[config.mk]
export PLATFORM = sky130hd
export DESIGN_NAME = two_stack_queue_unit_flat
export DESIGN_NICKNAME = d
export VERILOG_FILES = /design/src/hdl/tsq_pkg.sv /design/src/hdl/tsq_if.sv /design/src/hdl/tsq_front.sv /design/src/hdl/tsq_req_fifo.sv /design/src/hdl/tsq_back.sv /design/src/hdl/two_stack_queue_unit.sv /design/src/flat_wrapper.sv
export SDC_FILE = /design/constraint.sdc
export NUM_CORES = 2
export LEC_CHECK = 0
export BUFFER_PORTS_ARGS = -buffer_cell sky130_fd_sc_hd__buf_4
export CORE_MARGIN = 2
export CORE_UTILIZATION = 57
export DETAILED_ROUTE_END_ITERATION = 7
export PLACE_DENSITY = 0.74
export SKIP_CTS_REPAIR_TIMING = 1
export SLEW_MARGIN = 10
export SYNTH_ARGS = -nofsm -noshare
export SYNTH_HDL_FRONTEND = slang
export SYNTH_SLANG_ARGS = --single-unit
[constraint.sdc]
create_clock -name clk -period 5 [get_ports clk]
set_clock_uncertainty 0.15 [all_clocks]
set_input_delay 1 -clock clk [delete_from_list [all_inputs] [get_ports clk]]
set_output_delay 1 -clock clk [all_outputs]
set_load 0.02 [all_outputs]
[src/hdl/tsq_pkg.sv]
`timescale 1ns / 1ps

package tsq_pkg;

  localparam int STACK_DEPTH = 32;
  localparam int DATA_WIDTH  = 32;
  localparam int VAL_W       = 32;
  localparam int CNT_W       = $clog2(STACK_DEPTH + 1);
  localparam int PTR_W       = $clog2(STACK_DEPTH);
  localparam int QUEUE_DEPTH = 2;
  localparam int QPTR_W      = (QUEUE_DEPTH > 1) ? $clog2(QUEUE_DEPTH) : 1;
  localparam int QCNT_W      = $clog2(QUEUE_DEPTH + 1);

  typedef logic [CNT_W-1:0]             cnt_t;
  typedef logic [PTR_W-1:0]             ptr_t;
  typedef logic signed [DATA_WIDTH-1:0] data_t;
  typedef logic signed [VAL_W-1:0]      val_t;

  typedef enum logic {
    OP_ENQ = 1'b0,
    OP_DEQ = 1'b1
  } op_t;

  typedef enum logic [1:0] {
    STAT_DONE  = 2'd0,
    STAT_FULL  = 2'd1,
    STAT_EMPTY = 2'd2
  } status_t;

  typedef enum logic [1:0] {
    BK_IDLE,
    BK_XFER,
    BK_POP
  } bk_state_t;

  typedef struct packed {
    op_t   op;
    data_t data;
  } req_t;

  typedef struct packed {
    status_t status;
    val_t    value;
    logic    now_empty;
  } rsp_t;

  // Sign-extend a stored element to the result width (or cut it down).
  function automatic val_t widen(data_t d);
    return val_t'(d);
  endfunction

endpackage

[src/hdl/tsq_if.sv]
`timescale 1ns / 1ps

interface tsq_in_if;
  logic               valid;
  logic               ready;
  logic               cmd;
  logic signed [31:0] value;

  modport source (output valid, output cmd, output value, input ready);
  modport sink   (input valid, input cmd, input value, output ready);
endinterface

interface tsq_out_if;
  logic               valid;
  logic               ready;
  logic [1:0]         status;
  logic signed [31:0] out_value;
  logic               now_empty;

  modport source (output valid, output status, output out_value, output now_empty,
                  input ready);
  modport sink   (input valid, input status, input out_value, input now_empty,
                  output ready);
endinterface

[src/hdl/tsq_front.sv]
`timescale 1ns / 1ps

module tsq_front (
  input  logic          clk,
  input  logic          rst_n,
  input  logic          in_valid,
  output logic          in_ready,
  input  logic          in_cmd,
  input  logic signed [31:0] in_value,
  output logic          push,
  output tsq_pkg::req_t push_data,
  input  logic          q_full
);

  logic          vld_r, vld_nxt;
  tsq_pkg::req_t req_r, req_nxt;

  always_comb begin
    push     = vld_r && !q_full;
    in_ready = !vld_r || push;
    vld_nxt  = vld_r && !push;
    req_nxt  = req_r;
    if (in_valid && in_ready) begin
      vld_nxt      = 1'b1;
      req_nxt.op   = tsq_pkg::op_t'(in_cmd);
      // keep the low element bits only
      req_nxt.data = tsq_pkg::data_t'(in_value);
    end
  end

  assign push_data = req_r;

  always_ff @(posedge clk) begin
    if (!rst_n) begin
      vld_r <= 1'b0;
    end else begin
      vld_r <= vld_nxt;
    end
    req_r <= req_nxt;
  end

endmodule

[src/hdl/tsq_req_fifo.sv]
`timescale 1ns / 1ps

module tsq_req_fifo (
  input  logic          clk,
  input  logic          rst_n,
  input  logic          push,
  input  tsq_pkg::req_t push_data,
  output logic          full,
  input  logic          pop,
  output tsq_pkg::req_t pop_data,
  output logic          empty
);

  tsq_pkg::req_t                      mem [tsq_pkg::QUEUE_DEPTH];
  logic [tsq_pkg::QPTR_W-1:0]         wp_r, wp_nxt, rp_r, rp_nxt;
  logic [tsq_pkg::QCNT_W-1:0]         cnt_r, cnt_nxt;
  logic                               do_push, do_pop;

  assign full     = (cnt_r == tsq_pkg::QCNT_W'(tsq_pkg::QUEUE_DEPTH));
  assign empty    = (cnt_r == '0);
  assign do_push  = push && !full;
  assign do_pop   = pop && !empty;
  assign pop_data = mem[rp_r];

  always_comb begin
    wp_nxt  = wp_r;
    rp_nxt  = rp_r;
    cnt_nxt = cnt_r;
    if (do_push) begin
      wp_nxt = (wp_r == tsq_pkg::QPTR_W'(tsq_pkg::QUEUE_DEPTH - 1)) ? '0
                                                                     : wp_r + 1'b1;
    end
    if (do_pop) begin
      rp_nxt = (rp_r == tsq_pkg::QPTR_W'(tsq_pkg::QUEUE_DEPTH - 1)) ? '0
                                                                     : rp_r + 1'b1;
    end
    if (do_push && !do_pop) begin
      cnt_nxt = cnt_r + 1'b1;
    end else if (do_pop && !do_push) begin
      cnt_nxt = cnt_r - 1'b1;
    end
  end

  always_ff @(posedge clk) begin
    if (!rst_n) begin
      wp_r  <= '0;
      rp_r  <= '0;
      cnt_r <= '0;
    end else begin
      wp_r  <= wp_nxt;
      rp_r  <= rp_nxt;
      cnt_r <= cnt_nxt;
    end
    if (do_push) begin
      mem[wp_r] <= push_data;
    end
  end

endmodule

[src/hdl/tsq_back.sv]
`timescale 1ns / 1ps

module tsq_back (
  input  logic          clk,
  input  logic          rst_n,
  input  logic          q_empty,
  input  tsq_pkg::req_t q_data,
  output logic          q_pop,
  output logic          out_valid,
  input  logic          out_ready,
  output tsq_pkg::rsp_t out_rsp
);

  tsq_pkg::data_t in_mem  [tsq_pkg::STACK_DEPTH];
  tsq_pkg::data_t out_mem [tsq_pkg::STACK_DEPTH];

  tsq_pkg::bk_state_t state_r, state_nxt;
  tsq_pkg::cnt_t      in_cnt_r, in_cnt_nxt, out_cnt_r, out_cnt_nxt;
  tsq_pkg::req_t      req_r, req_nxt;
  logic               xv_r, xv_nxt;
  logic               out_vld_r, out_vld_nxt;
  tsq_pkg::rsp_t      rsp_r, rsp_nxt;

  logic               in_we, in_re, out_we, out_re;
  tsq_pkg::ptr_t      in_wa, in_ra, out_wa, out_ra;
  tsq_pkg::data_t     in_wd, out_wd;
  tsq_pkg::data_t     in_rd_r, out_rd_r;
  logic               out_free;

  assign out_free  = !out_vld_r || out_ready;
  assign out_valid = out_vld_r;
  assign out_rsp   = rsp_r;

  always_comb begin
    state_nxt   = state_r;
    in_cnt_nxt  = in_cnt_r;
    out_cnt_nxt = out_cnt_r;
    req_nxt     = req_r;
    xv_nxt      = 1'b0;
    out_vld_nxt = out_vld_r && !out_ready;
    rsp_nxt     = rsp_r;
    q_pop       = 1'b0;
    in_we       = 1'b0;
    in_re       = 1'b0;
    out_we      = 1'b0;
    out_re      = 1'b0;
    in_wa       = tsq_pkg::ptr_t'(in_cnt_r);
    in_ra       = tsq_pkg::ptr_t'(in_cnt_r - tsq_pkg::cnt_t'(1));
    out_wa      = tsq_pkg::ptr_t'(out_cnt_r);
    out_ra      = tsq_pkg::ptr_t'(out_cnt_r - tsq_pkg::cnt_t'(1));
    in_wd       = q_data.data;
    out_wd      = in_rd_r;

    case (state_r)
      tsq_pkg::BK_IDLE: begin
        if (!q_empty && out_free) begin
          q_pop   = 1'b1;
          req_nxt = q_data;
          case (q_data.op)
            tsq_pkg::OP_ENQ: begin
              if (in_cnt_r == tsq_pkg::cnt_t'(tsq_pkg::STACK_DEPTH)) begin
                if (out_cnt_r != '0) begin
                  out_vld_nxt = 1'b1;
                  rsp_nxt     = '{tsq_pkg::STAT_FULL, '0, 1'b0};
                end else begin
                  state_nxt = tsq_pkg::BK_XFER;
                end
              end else begin
                in_we       = 1'b1;
                in_cnt_nxt  = in_cnt_r + tsq_pkg::cnt_t'(1);
                out_vld_nxt = 1'b1;
                rsp_nxt     = '{tsq_pkg::STAT_DONE, '0, 1'b0};
              end
            end
            tsq_pkg::OP_DEQ: begin
              if (out_cnt_r == '0) begin
                if (in_cnt_r == '0) begin
                  out_vld_nxt = 1'b1;
                  rsp_nxt     = '{tsq_pkg::STAT_EMPTY, '0, 1'b1};
                end else begin
                  state_nxt = tsq_pkg::BK_XFER;
                end
              end else begin
                out_re      = 1'b1;
                out_cnt_nxt = out_cnt_r - tsq_pkg::cnt_t'(1);
                state_nxt   = tsq_pkg::BK_POP;
              end
            end
            default: ;
          endcase
        end
      end

      tsq_pkg::BK_XFER: begin
        // drain the input stack top-first onto the output stack, one per cycle
        if (xv_r) begin
          out_we      = 1'b1;
          out_cnt_nxt = out_cnt_r + tsq_pkg::cnt_t'(1);
        end
        if (in_cnt_r != '0) begin
          in_re      = 1'b1;
          in_cnt_nxt = in_cnt_r - tsq_pkg::cnt_t'(1);
          xv_nxt     = 1'b1;
        end else if (!xv_r) begin
          if (req_r.op == tsq_pkg::OP_ENQ) begin
            in_we       = 1'b1;
            in_wd       = req_r.data;
            in_cnt_nxt  = tsq_pkg::cnt_t'(1);
            out_vld_nxt = 1'b1;
            rsp_nxt     = '{tsq_pkg::STAT_DONE, '0, 1'b0};
            state_nxt   = tsq_pkg::BK_IDLE;
          end else begin
            out_re      = 1'b1;
            out_cnt_nxt = out_cnt_r - tsq_pkg::cnt_t'(1);
            state_nxt   = tsq_pkg::BK_POP;
          end
        end
      end

      tsq_pkg::BK_POP: begin
        out_vld_nxt = 1'b1;
        rsp_nxt     = '{tsq_pkg::STAT_DONE, tsq_pkg::widen(out_rd_r),
                        (in_cnt_r == '0) && (out_cnt_r == '0)};
        state_nxt   = tsq_pkg::BK_IDLE;
      end

      default: begin
        state_nxt = tsq_pkg::BK_IDLE;
      end
    endcase
  end

  always_ff @(posedge clk) begin
    if (!rst_n) begin
      state_r   <= tsq_pkg::BK_IDLE;
      in_cnt_r  <= '0;
      out_cnt_r <= '0;
      xv_r      <= 1'b0;
      out_vld_r <= 1'b0;
    end else begin
      state_r   <= state_nxt;
      in_cnt_r  <= in_cnt_nxt;
      out_cnt_r <= out_cnt_nxt;
      xv_r      <= xv_nxt;
      out_vld_r <= out_vld_nxt;
    end
    req_r <= req_nxt;
    rsp_r <= rsp_nxt;
  end

  always_ff @(posedge clk) begin
    if (in_we) begin
      in_mem[in_wa] <= in_wd;
    end
    if (in_re) begin
      in_rd_r <= in_mem[in_ra];
    end
  end

  always_ff @(posedge clk) begin
    if (out_we) begin
      out_mem[out_wa] <= out_wd;
    end
    if (out_re) begin
      out_rd_r <= out_mem[out_ra];
    end
  end

endmodule

[src/hdl/two_stack_queue_unit.sv]
`timescale 1ns / 1ps

// FIFO queue built from two 32-entry stacks, one request in, one response out per item.
// cmd 0 enqueues value, cmd 1 dequeues the oldest element; status reports done, full
// (input stack full while the output stack still holds data) or empty, and now_empty
// flags that both stacks are empty after the request. An item passes a one-entry input
// register and a two-entry request queue; the back end answers a plain enqueue or a refused
// request from its idle state, and a dequeue from the output stack after a RAM read. When
// the output stack must be refilled, the back end first moves the input stack over one
// element per cycle through the stack RAM read ports, then finishes the enqueue or dequeue.
// Responses wait in an output register, so the front keeps taking requests while one is
// unread, until the input register and request queue are full.
module two_stack_queue_unit (
  input logic   clk,
  input logic   rst_n,
  tsq_in_if.sink    in_ch,
  tsq_out_if.source out_ch
);

  logic          push, q_full, q_pop, q_empty;
  tsq_pkg::req_t push_data, q_data;
  logic          rsp_valid;
  tsq_pkg::rsp_t rsp;

  // Register and decode incoming requests.
  tsq_front u_front (
    .clk       (clk),
    .rst_n     (rst_n),
    .in_valid  (in_ch.valid),
    .in_ready  (in_ch.ready),
    .in_cmd    (in_ch.cmd),
    .in_value  (in_ch.value),
    .push      (push),
    .push_data (push_data),
    .q_full    (q_full)
  );

  // Hold decoded requests while the back end is busy moving a stack or a response is unread.
  tsq_req_fifo u_fifo (
    .clk       (clk),
    .rst_n     (rst_n),
    .push      (push),
    .push_data (push_data),
    .full      (q_full),
    .pop       (q_pop),
    .pop_data  (q_data),
    .empty     (q_empty)
  );

  // Stacks, transfer sequencer and response register.
  tsq_back u_back (
    .clk       (clk),
    .rst_n     (rst_n),
    .q_empty   (q_empty),
    .q_data    (q_data),
    .q_pop     (q_pop),
    .out_valid (rsp_valid),
    .out_ready (out_ch.ready),
    .out_rsp   (rsp)
  );

  // Drive the response channel from the registered response.
  assign out_ch.valid     = rsp_valid;
  assign out_ch.status    = rsp.status;
  assign out_ch.out_value = rsp.value;
  assign out_ch.now_empty = rsp.now_empty;

endmodule

[src/flat_wrapper.sv]
// flat-port wrapper written by rule: the top's interface ports become plain ports
module two_stack_queue_unit_flat 
  (clk, rst_n, in_ch_valid, in_ch_cmd, in_ch_value, in_ch_ready, out_ch_valid, out_ch_status, out_ch_out_value, out_ch_now_empty, out_ch_ready);
  tsq_in_if in_ch_i ();
  tsq_out_if out_ch_i ();
  input logic clk;
  input logic rst_n;
  input wire logic [$bits(in_ch_i.valid)-1:0] in_ch_valid;
  input wire logic [$bits(in_ch_i.cmd)-1:0] in_ch_cmd;
  input wire logic [$bits(in_ch_i.value)-1:0] in_ch_value;
  output wire logic [$bits(in_ch_i.ready)-1:0] in_ch_ready;
  output wire logic [$bits(out_ch_i.valid)-1:0] out_ch_valid;
  output wire logic [$bits(out_ch_i.status)-1:0] out_ch_status;
  output wire logic [$bits(out_ch_i.out_value)-1:0] out_ch_out_value;
  output wire logic [$bits(out_ch_i.now_empty)-1:0] out_ch_now_empty;
  input wire logic [$bits(out_ch_i.ready)-1:0] out_ch_ready;
  assign in_ch_i.valid = in_ch_valid;
  assign in_ch_i.cmd = in_ch_cmd;
  assign in_ch_i.value = in_ch_value;
  assign in_ch_ready = in_ch_i.ready;
  assign out_ch_valid = out_ch_i.valid;
  assign out_ch_status = out_ch_i.status;
  assign out_ch_out_value = out_ch_i.out_value;
  assign out_ch_now_empty = out_ch_i.now_empty;
  assign out_ch_i.ready = out_ch_ready;
  two_stack_queue_unit u_core (.clk(clk), .rst_n(rst_n), .in_ch(in_ch_i), .out_ch(out_ch_i));
endmodule
After elaboration in Yosys (flattened, before gate mapping)
Memories as Yosys holds them, arrays and structs flattened. A register that Yosys moved wholly into a read port is not among the register bits.
Cells that the tools add are included.
Cells by class
  bitwise operators: 1
  reduce and logical (&&, ||, !) cells: 34
  add/subtract/negate cells: 8
  eq/ne operators: 20
  muxes and demuxes: 82
Operators by type and width (number)
  2-to-1 mux 35 bit: 8
  2-to-1 mux 32 bit: 4
  case mux 35 bit (3 select lines): 1
  2-to-1 mux 6 bit: 13
  case mux 35 bit (2 select lines): 1
  2-to-1 mux 1 bit: 37
  case mux 6 bit (2 select lines): 2
  2-to-1 mux 2 bit: 10
  inequality test 3 bit (second input constant): 6
  inequality test 2 bit (second input constant): 8
  adder 6 x 1 -> 6 bit (second input constant): 2
  zero test 6 bit: 2
  AND reduction 6 bit: 2
  nonzero test 6 bit: 2
  subtractor 6 x 1 -> 6 bit (second input constant): 2
  logical AND 1 bit: 10
  zero test 1 bit: 8
  inequality test 4 bit (second input constant): 2
  case mux 2 bit (2 select lines): 2
  AND reduction 8 bit: 1
  == test 6 bit (second input constant): 1
  case mux 1 bit (2 select lines): 3
  == test 2 bit (second input constant): 2
  zero test 2 bit: 2
  11 further kinds: 14
Word-level totals
  output and inout bits: 37
  RAM bits: 2114
  bits of input ports: 37
  memories: 3
  bits in registers: 122
  logic and storage cells: 164
Memories
  u_core.u_back.in_mem: depth 32, bits a word 32, read ports 1, clocked after Yosys merged registers in 1, write ports 1, RTL line tsq_back.sv:14  | tsq_pkg::data_t in_mem [tsq_pkg::STACK_DEPTH];
  u_core.u_back.out_mem: depth 32, bits a word 32, read ports 1, clocked after Yosys merged registers in 1, write ports 1, RTL line tsq_back.sv:15  | tsq_pkg::data_t out_mem [tsq_pkg::STACK_DEPTH];
  u_core.u_fifo.mem: depth 2, bits a word 33, read ports 1, clocked after Yosys merged registers in 1, write ports 1, RTL line tsq_req_fifo.sv:14  | tsq_pkg::req_t mem [tsq_pkg::QUEUE_DEPTH];

Longest topological paths before layout
  depth in word-level cells: 9
  depth in mapped cells: 12

By module
A second synthesis with hierarchy kept.
Second synthesis, totals
  cells, all modules: 4204
  area total of the unflattened synthesis: 87900.6 um2
By module, submodules not included
  tsq_back: area each 84252.1 um2, cells an instance 4037, seq. area each 65783.1 um2, times used 1
  tsq_req_fifo: area each 2607.5 um2, cells an instance 128, seq. area each 2082.0 um2, times used 1
  tsq_front: area each 1041.0 um2, cells an instance 39, seq. area each 1011.0 um2, times used 1

Least setup slack after synthesis
OpenSTA, ideal clock, no wires.
  kind: register -> register
  from: register u_core.u_back.out_cnt_r[0]
  to: register u_core.u_back.rsp_r, in the netlist u_core.u_back.out_rsp[0] (enable)
  stages on the path, launching flop included: 11
  setup time: 0.481 ns
  slack: -0.359 ns
  arrival: 4.729 ns
  clock period less this slack: 5.359 ns
  cell sequence: dfxtp_1 buf_4 buf_4 buf_2 inv_1 ha_1 buf_4 or4b_4 nor3_4 mux2i_1 a211oi_1
Between the ends
  longest elaborated chain between the ends: 3
  elaborated cells on any way between the ends: 5
  classes of those cells: eq/ne (2); reduce/logical (3)
Ends and longest elaborated chain
  from (decl): RTL line tsq_back.sv:18  | tsq_pkg::cnt_t in_cnt_r, in_cnt_nxt, out_cnt_r, out_cnt_nxt;
  from (signal assigned): RTL line tsq_back.sv:143  | out_cnt_r <= out_cnt_nxt;
  nonzero test 6 bit / zero test 6 bit (equally long branches): RTL line tsq_back.sv:62, tsq_back.sv:76
  inequality test 4 bit (no source line) / inequality test 3 bit (equally long branches)
  AND reduction 8 bit (no source line) (*)
  to (signal assigned): RTL line tsq_back.sv:148  | rsp_r <= rsp_nxt;
  to (decl): RTL line tsq_back.sv:22  | tsq_pkg::rsp_t rsp_r, rsp_nxt;
Every way passes the cells marked *; elsewhere a longest branch is shown, timed or not.
A chain may end at the register's enable or synchronous reset.

Worst setup path after layout
  from: register u_core.u_back.in_cnt_r[2]
  to: memory u_core.u_back.in_mem[24][6] (netlist name) (enable)
Between the ends
  longest elaborated chain between the ends: 7
  elaborated cells on any way between the ends: 9
  classes of those cells: eq/ne (1); mux (7); reduce/logical (1)
Ends and longest elaborated chain
  from (decl): RTL line tsq_back.sv:18
  from (signal assigned): RTL line tsq_back.sv:142  | in_cnt_r <= in_cnt_nxt;
  == test 6 bit: RTL line tsq_back.sv:61  | if (in_cnt_r == tsq_pkg::cnt_t'(tsq_pkg::STACK_DEPTH)) begin
  2-to-1 mux 1 bit: RTL line tsq_back.sv:61
  2-to-1 mux 1 bit: RTL line tsq_back.sv:59  | case (q_data.op)
  2-to-1 mux 1 bit: RTL line tsq_back.sv:56  | if (!q_empty && out_free) begin
  case mux 1 bit (2 select lines): RTL line tsq_back.sv:54  | case (state_r)
  2-to-1 mux 1 bit: RTL line tsq_back.sv:152  | if (in_we) begin
  2-to-1 mux 1 bit (implied by the code): RTL line tsq_back.sv:153  | in_mem[in_wa] <= in_wd;
  to (decl): RTL line tsq_back.sv:14
Several ways; a longest one is shown, not always the timed one.

==> impl_metrics.tcl <==
set metrics [dict create \
    critPathArrivalTime_ns 4.30 \
    hpwl_mm 103 \
    synth_commonest_cells "edfxtp_1 (2279), mux4_2 (512), mux2i_1 (198), nand2_1 (158), nor2_1 (93)" \
    rsz0062_at_grt "no" \
    endpoint_kind "flop" \
    outcome "finished, final reports clean" \
    timing.final.crit_period_ns 3.95 \
    netlist.area_leader.share_pct 77.9 \
    synthFlopType "edfxtp_1" \
    r2r_setup_slack_ns 1.05 \
    swShare_pct 32.1 \
    drc 0 \
    total_power_uw 59400 \
    hp-class "in -> reg" \
    clk_latency_ns 0.82 \
    synth_cell_types 67 \
    cts.root.buffer_cell "clkbuf_16" \
    dr_wl_met2_mm 95.6 \
    path_cells "or4b_1 -> o21ai_1 -> o21ai_1 -> nand2_1 -> nor2_4 -> buf_12" \
    p_switching_uw 19100 \
    synth-edff-count 2279 \
    p_int_uw 40300 \
    clockPowerShare_pct 25.9 \
    cp_max_fo 22 \
    fp-row-count 144 \
    ir_worst_vdd_mv 0.545 \
    place.gp.congestion 0.789 \
    wl_met3_mm 14.7 \
    ant_nets 0 \
    synth_area_leaders "edfxtp_1 (78%), mux4_2 (13%), mux2i_1 (2.3%), mux2_2 (0.82%), a32o_1 (0.73%)" \
    route.vias.total 40652 \
    r2r_start "u_core.u_back.in_cnt_r[2]" \
    numPortBuffers 73 \
    drive_above_1_share_pct 26.9 \
    tightest_slew_ns 1.27 \
    drtIter0Drc 4708 \
    hold_viol_final 0 \
    yosysMostFrequentCell "edfxtp_1" \
    grt_max_degree 110 \
    max_freq_mhz 253 \
    grt_pass1_vias 41604 \
    async_flop_share_pct 0 \
    cp_slowest_cell "dfxtp_1" \
    cp_top_family "simple AND/OR/NAND/NOR gates" \
    antenna_found_initial 4 \
    io_pins 74 \
    wirelength_mm 187 \
    core_mm2 0.154 \
    syn_area_mm2 0.0878 \
    setup_viol 0 \
    endpoint "u_core.u_back.in_mem[24][6]" \
    slew_violations 0 \
    start_kind "flop" \
    top_layer "met5" \
    clock_path_buffers 3 \
    synth_nets 3930 \
    synth_seq_area_share_pct 78.4 \
    clock-sinks 2301 \
    via_per_inst 6.45 \
    syn_inst 3879 \
    dieWidth_um 397 \
    nets 4133 \
    die-area_mm2 0.157 \
    grt_pass1_wl_mm 277 \
    crit_path_frequent_cell "o21ai_1" \
    yosys.area.top_type "edfxtp_1" \
    area_growth_pct 12.0 \
    cp.required_ns 5.35 \
    clkSlewWorstSetupHoldPaths_ns 0.06 \
    slew_headroom_pct 15.5 \
    comb_power_share_pct 33.8 \
    numCtsBuffers 214 \
    path_buf_inv 1 \
    critical_path_depth 6 \
    reg2regPathDepth 6 \
    crit_start "u_core.u_back.in_cnt_r[2]" \
    gr-total-overflow 0 \
    timing.setup.tns_ns 0 \
    h-tree-depth 4 \
    num_antenna_cells 0 \
    cts_tree "done" \
    drt_pass1_iterations 5 \
    p_leak_uw 0.0311 \
    wl_met1_mm 72.6 \
    ys_warn_count 0 \
    cpPeakStageDelay_ns 0.99 \
    drv_cap 0 \
    wl_per_cell_um 29.7 \
    p_seq_share_pct 40.3 \
    initial_core_util_pct 57.2 \
    path_class "reg -> reg" \
    post-route-period-util_pct 79.1 \
    p_per_area_mw_per_mm2 604 \
    fp.dieH_um 397 \
    syn_avg_cell_area_um2 22.6 \
    ys_ff_latch 2301 \
    track_usage_pct 24.0 \
    r2r-end "u_core.u_back.in_mem[24][6]" \
]
power groups by stage:
stage	combinational [µW]	clock (µW)	sequential [µW]
floorplan	13700	0	24100
global placement	19600	0	24300
detailed placement	19900	0	24300
CTS	20100	15600	23900
global route	21300	16300	24000
finish	20100	15400	23900
worst register-to-register path, cell delays in order (launching register included):
cell and delay [ns]:
dfxtp_1 0.99, or4b_1 0.55, o21ai_1 0.14, o21ai_1 0.33, nand2_1 0.56, nor2_4 0.63, buf_12 0.28
how the worst min path moves through the flow:
stage / start / to / depth (start not counted)
after floorplan: u_core.u_front.push_data[0] / u_core.u_fifo.mem[0][0] / 0
after global placement: u_core.u_front.push_data[14] / u_core.u_fifo.mem[0][14] / 0
after detailed placement: u_core.u_front.push_data[0] / u_core.u_fifo.mem[1][0] / 0
after CTS: in_ch_value[19] / u_core.u_front.push_data[19] / 1
after global routing: in_ch_value[2] / u_core.u_front.push_data[2] / 1
final: in_ch_value[19] / u_core.u_front.push_data[19] / 1
kinds of logic (layout without fill, tap and decap cells):
logic type,after synthesis,count (layout),share of synthesized area (%)
buffers and inverters,232,612,1.28
DFF,2301,2301,78.4
and+or+nand+nor,348,348,1.79
AOI/OAI and AO/OA,195,195,1.92
muxes,775,775,16.2
xor gates and xnor gates,14,14,0.140
adders and majority gates,14,14,0.199
sequential cells by signal (all words and copies together) (netlist names), 6 cells and up, named ones only:
name	cells
u_core.u_back.out_rsp	35
u_core.u_front.push_data	33
u_core.u_fifo.mem	66
u_core.u_back.in_cnt_r	6
u_core.u_back.in_rd_r	32
u_core.u_back.out_rd_r	32
u_core.u_back.out_cnt_r	6
u_core.u_back.req_r	33
u_core.u_back.out_mem	1024
u_core.u_back.in_mem	1024
cell usage in the layout (no fill, tap or decap), drive strengths merged, types with 9 or more instances in the layout:
cell	instances
buf	198
xnor2	9
o21ai	13
bufinv	13
nand2	158
and3	35
mux2	64
nor2	93
a221oi	64
nor3	9
inv	26
a21oi	13
nand3	12
a32o	64
clkbuf	278
dfxtp	22
ha	14
clkinv	93
mux4	512
mux2i	199
edfxtp	2279
per-layer routing:
metal	vias to the layer above	track usage, %
li1	16792	-
met4	6	6.17
met5	-	0
met2	1941	40.1
met1	21639	33.7
met3	274	3.86
stage by stage:
step | hold WS [ns] | utilization (%) | setup slack, ns | std cells | area [µm²]
after floorplan | 0.271 | - | 0.353 | 3879 | 87800
after global placement | 0.276 | 59.7 | 1.15 | 5909 | 91700
after detailed placement | 0.281 | 59.7 | 1.04 | 5909 | 91700
after CTS | 0.156 | 64.0 | 1.04 | 6302 | 98300
after global routing | 0.165 | 64.0 | 0.778 | 6303 | 98300
final | 0.204 | 64.0 | 1.05 | 6303 | 98300
final cells by class:
| class | count | area [µm²] |
|---|---|---|
| Clock buffer | 278 | 5680 |
| Clock inverter | 115 | 918 |
| Fill cell | 9779 | 55200 |
| Inverter | 21 | 78.8 |
| Multi-Input combinational cell | 1346 | 18500 |
| Sequential cell | 2301 | 68900 |
| Tap cell | 2044 | 2560 |
| Timing Repair Buffer | 198 | 1680 |
(Power assumes the default switching activity.)
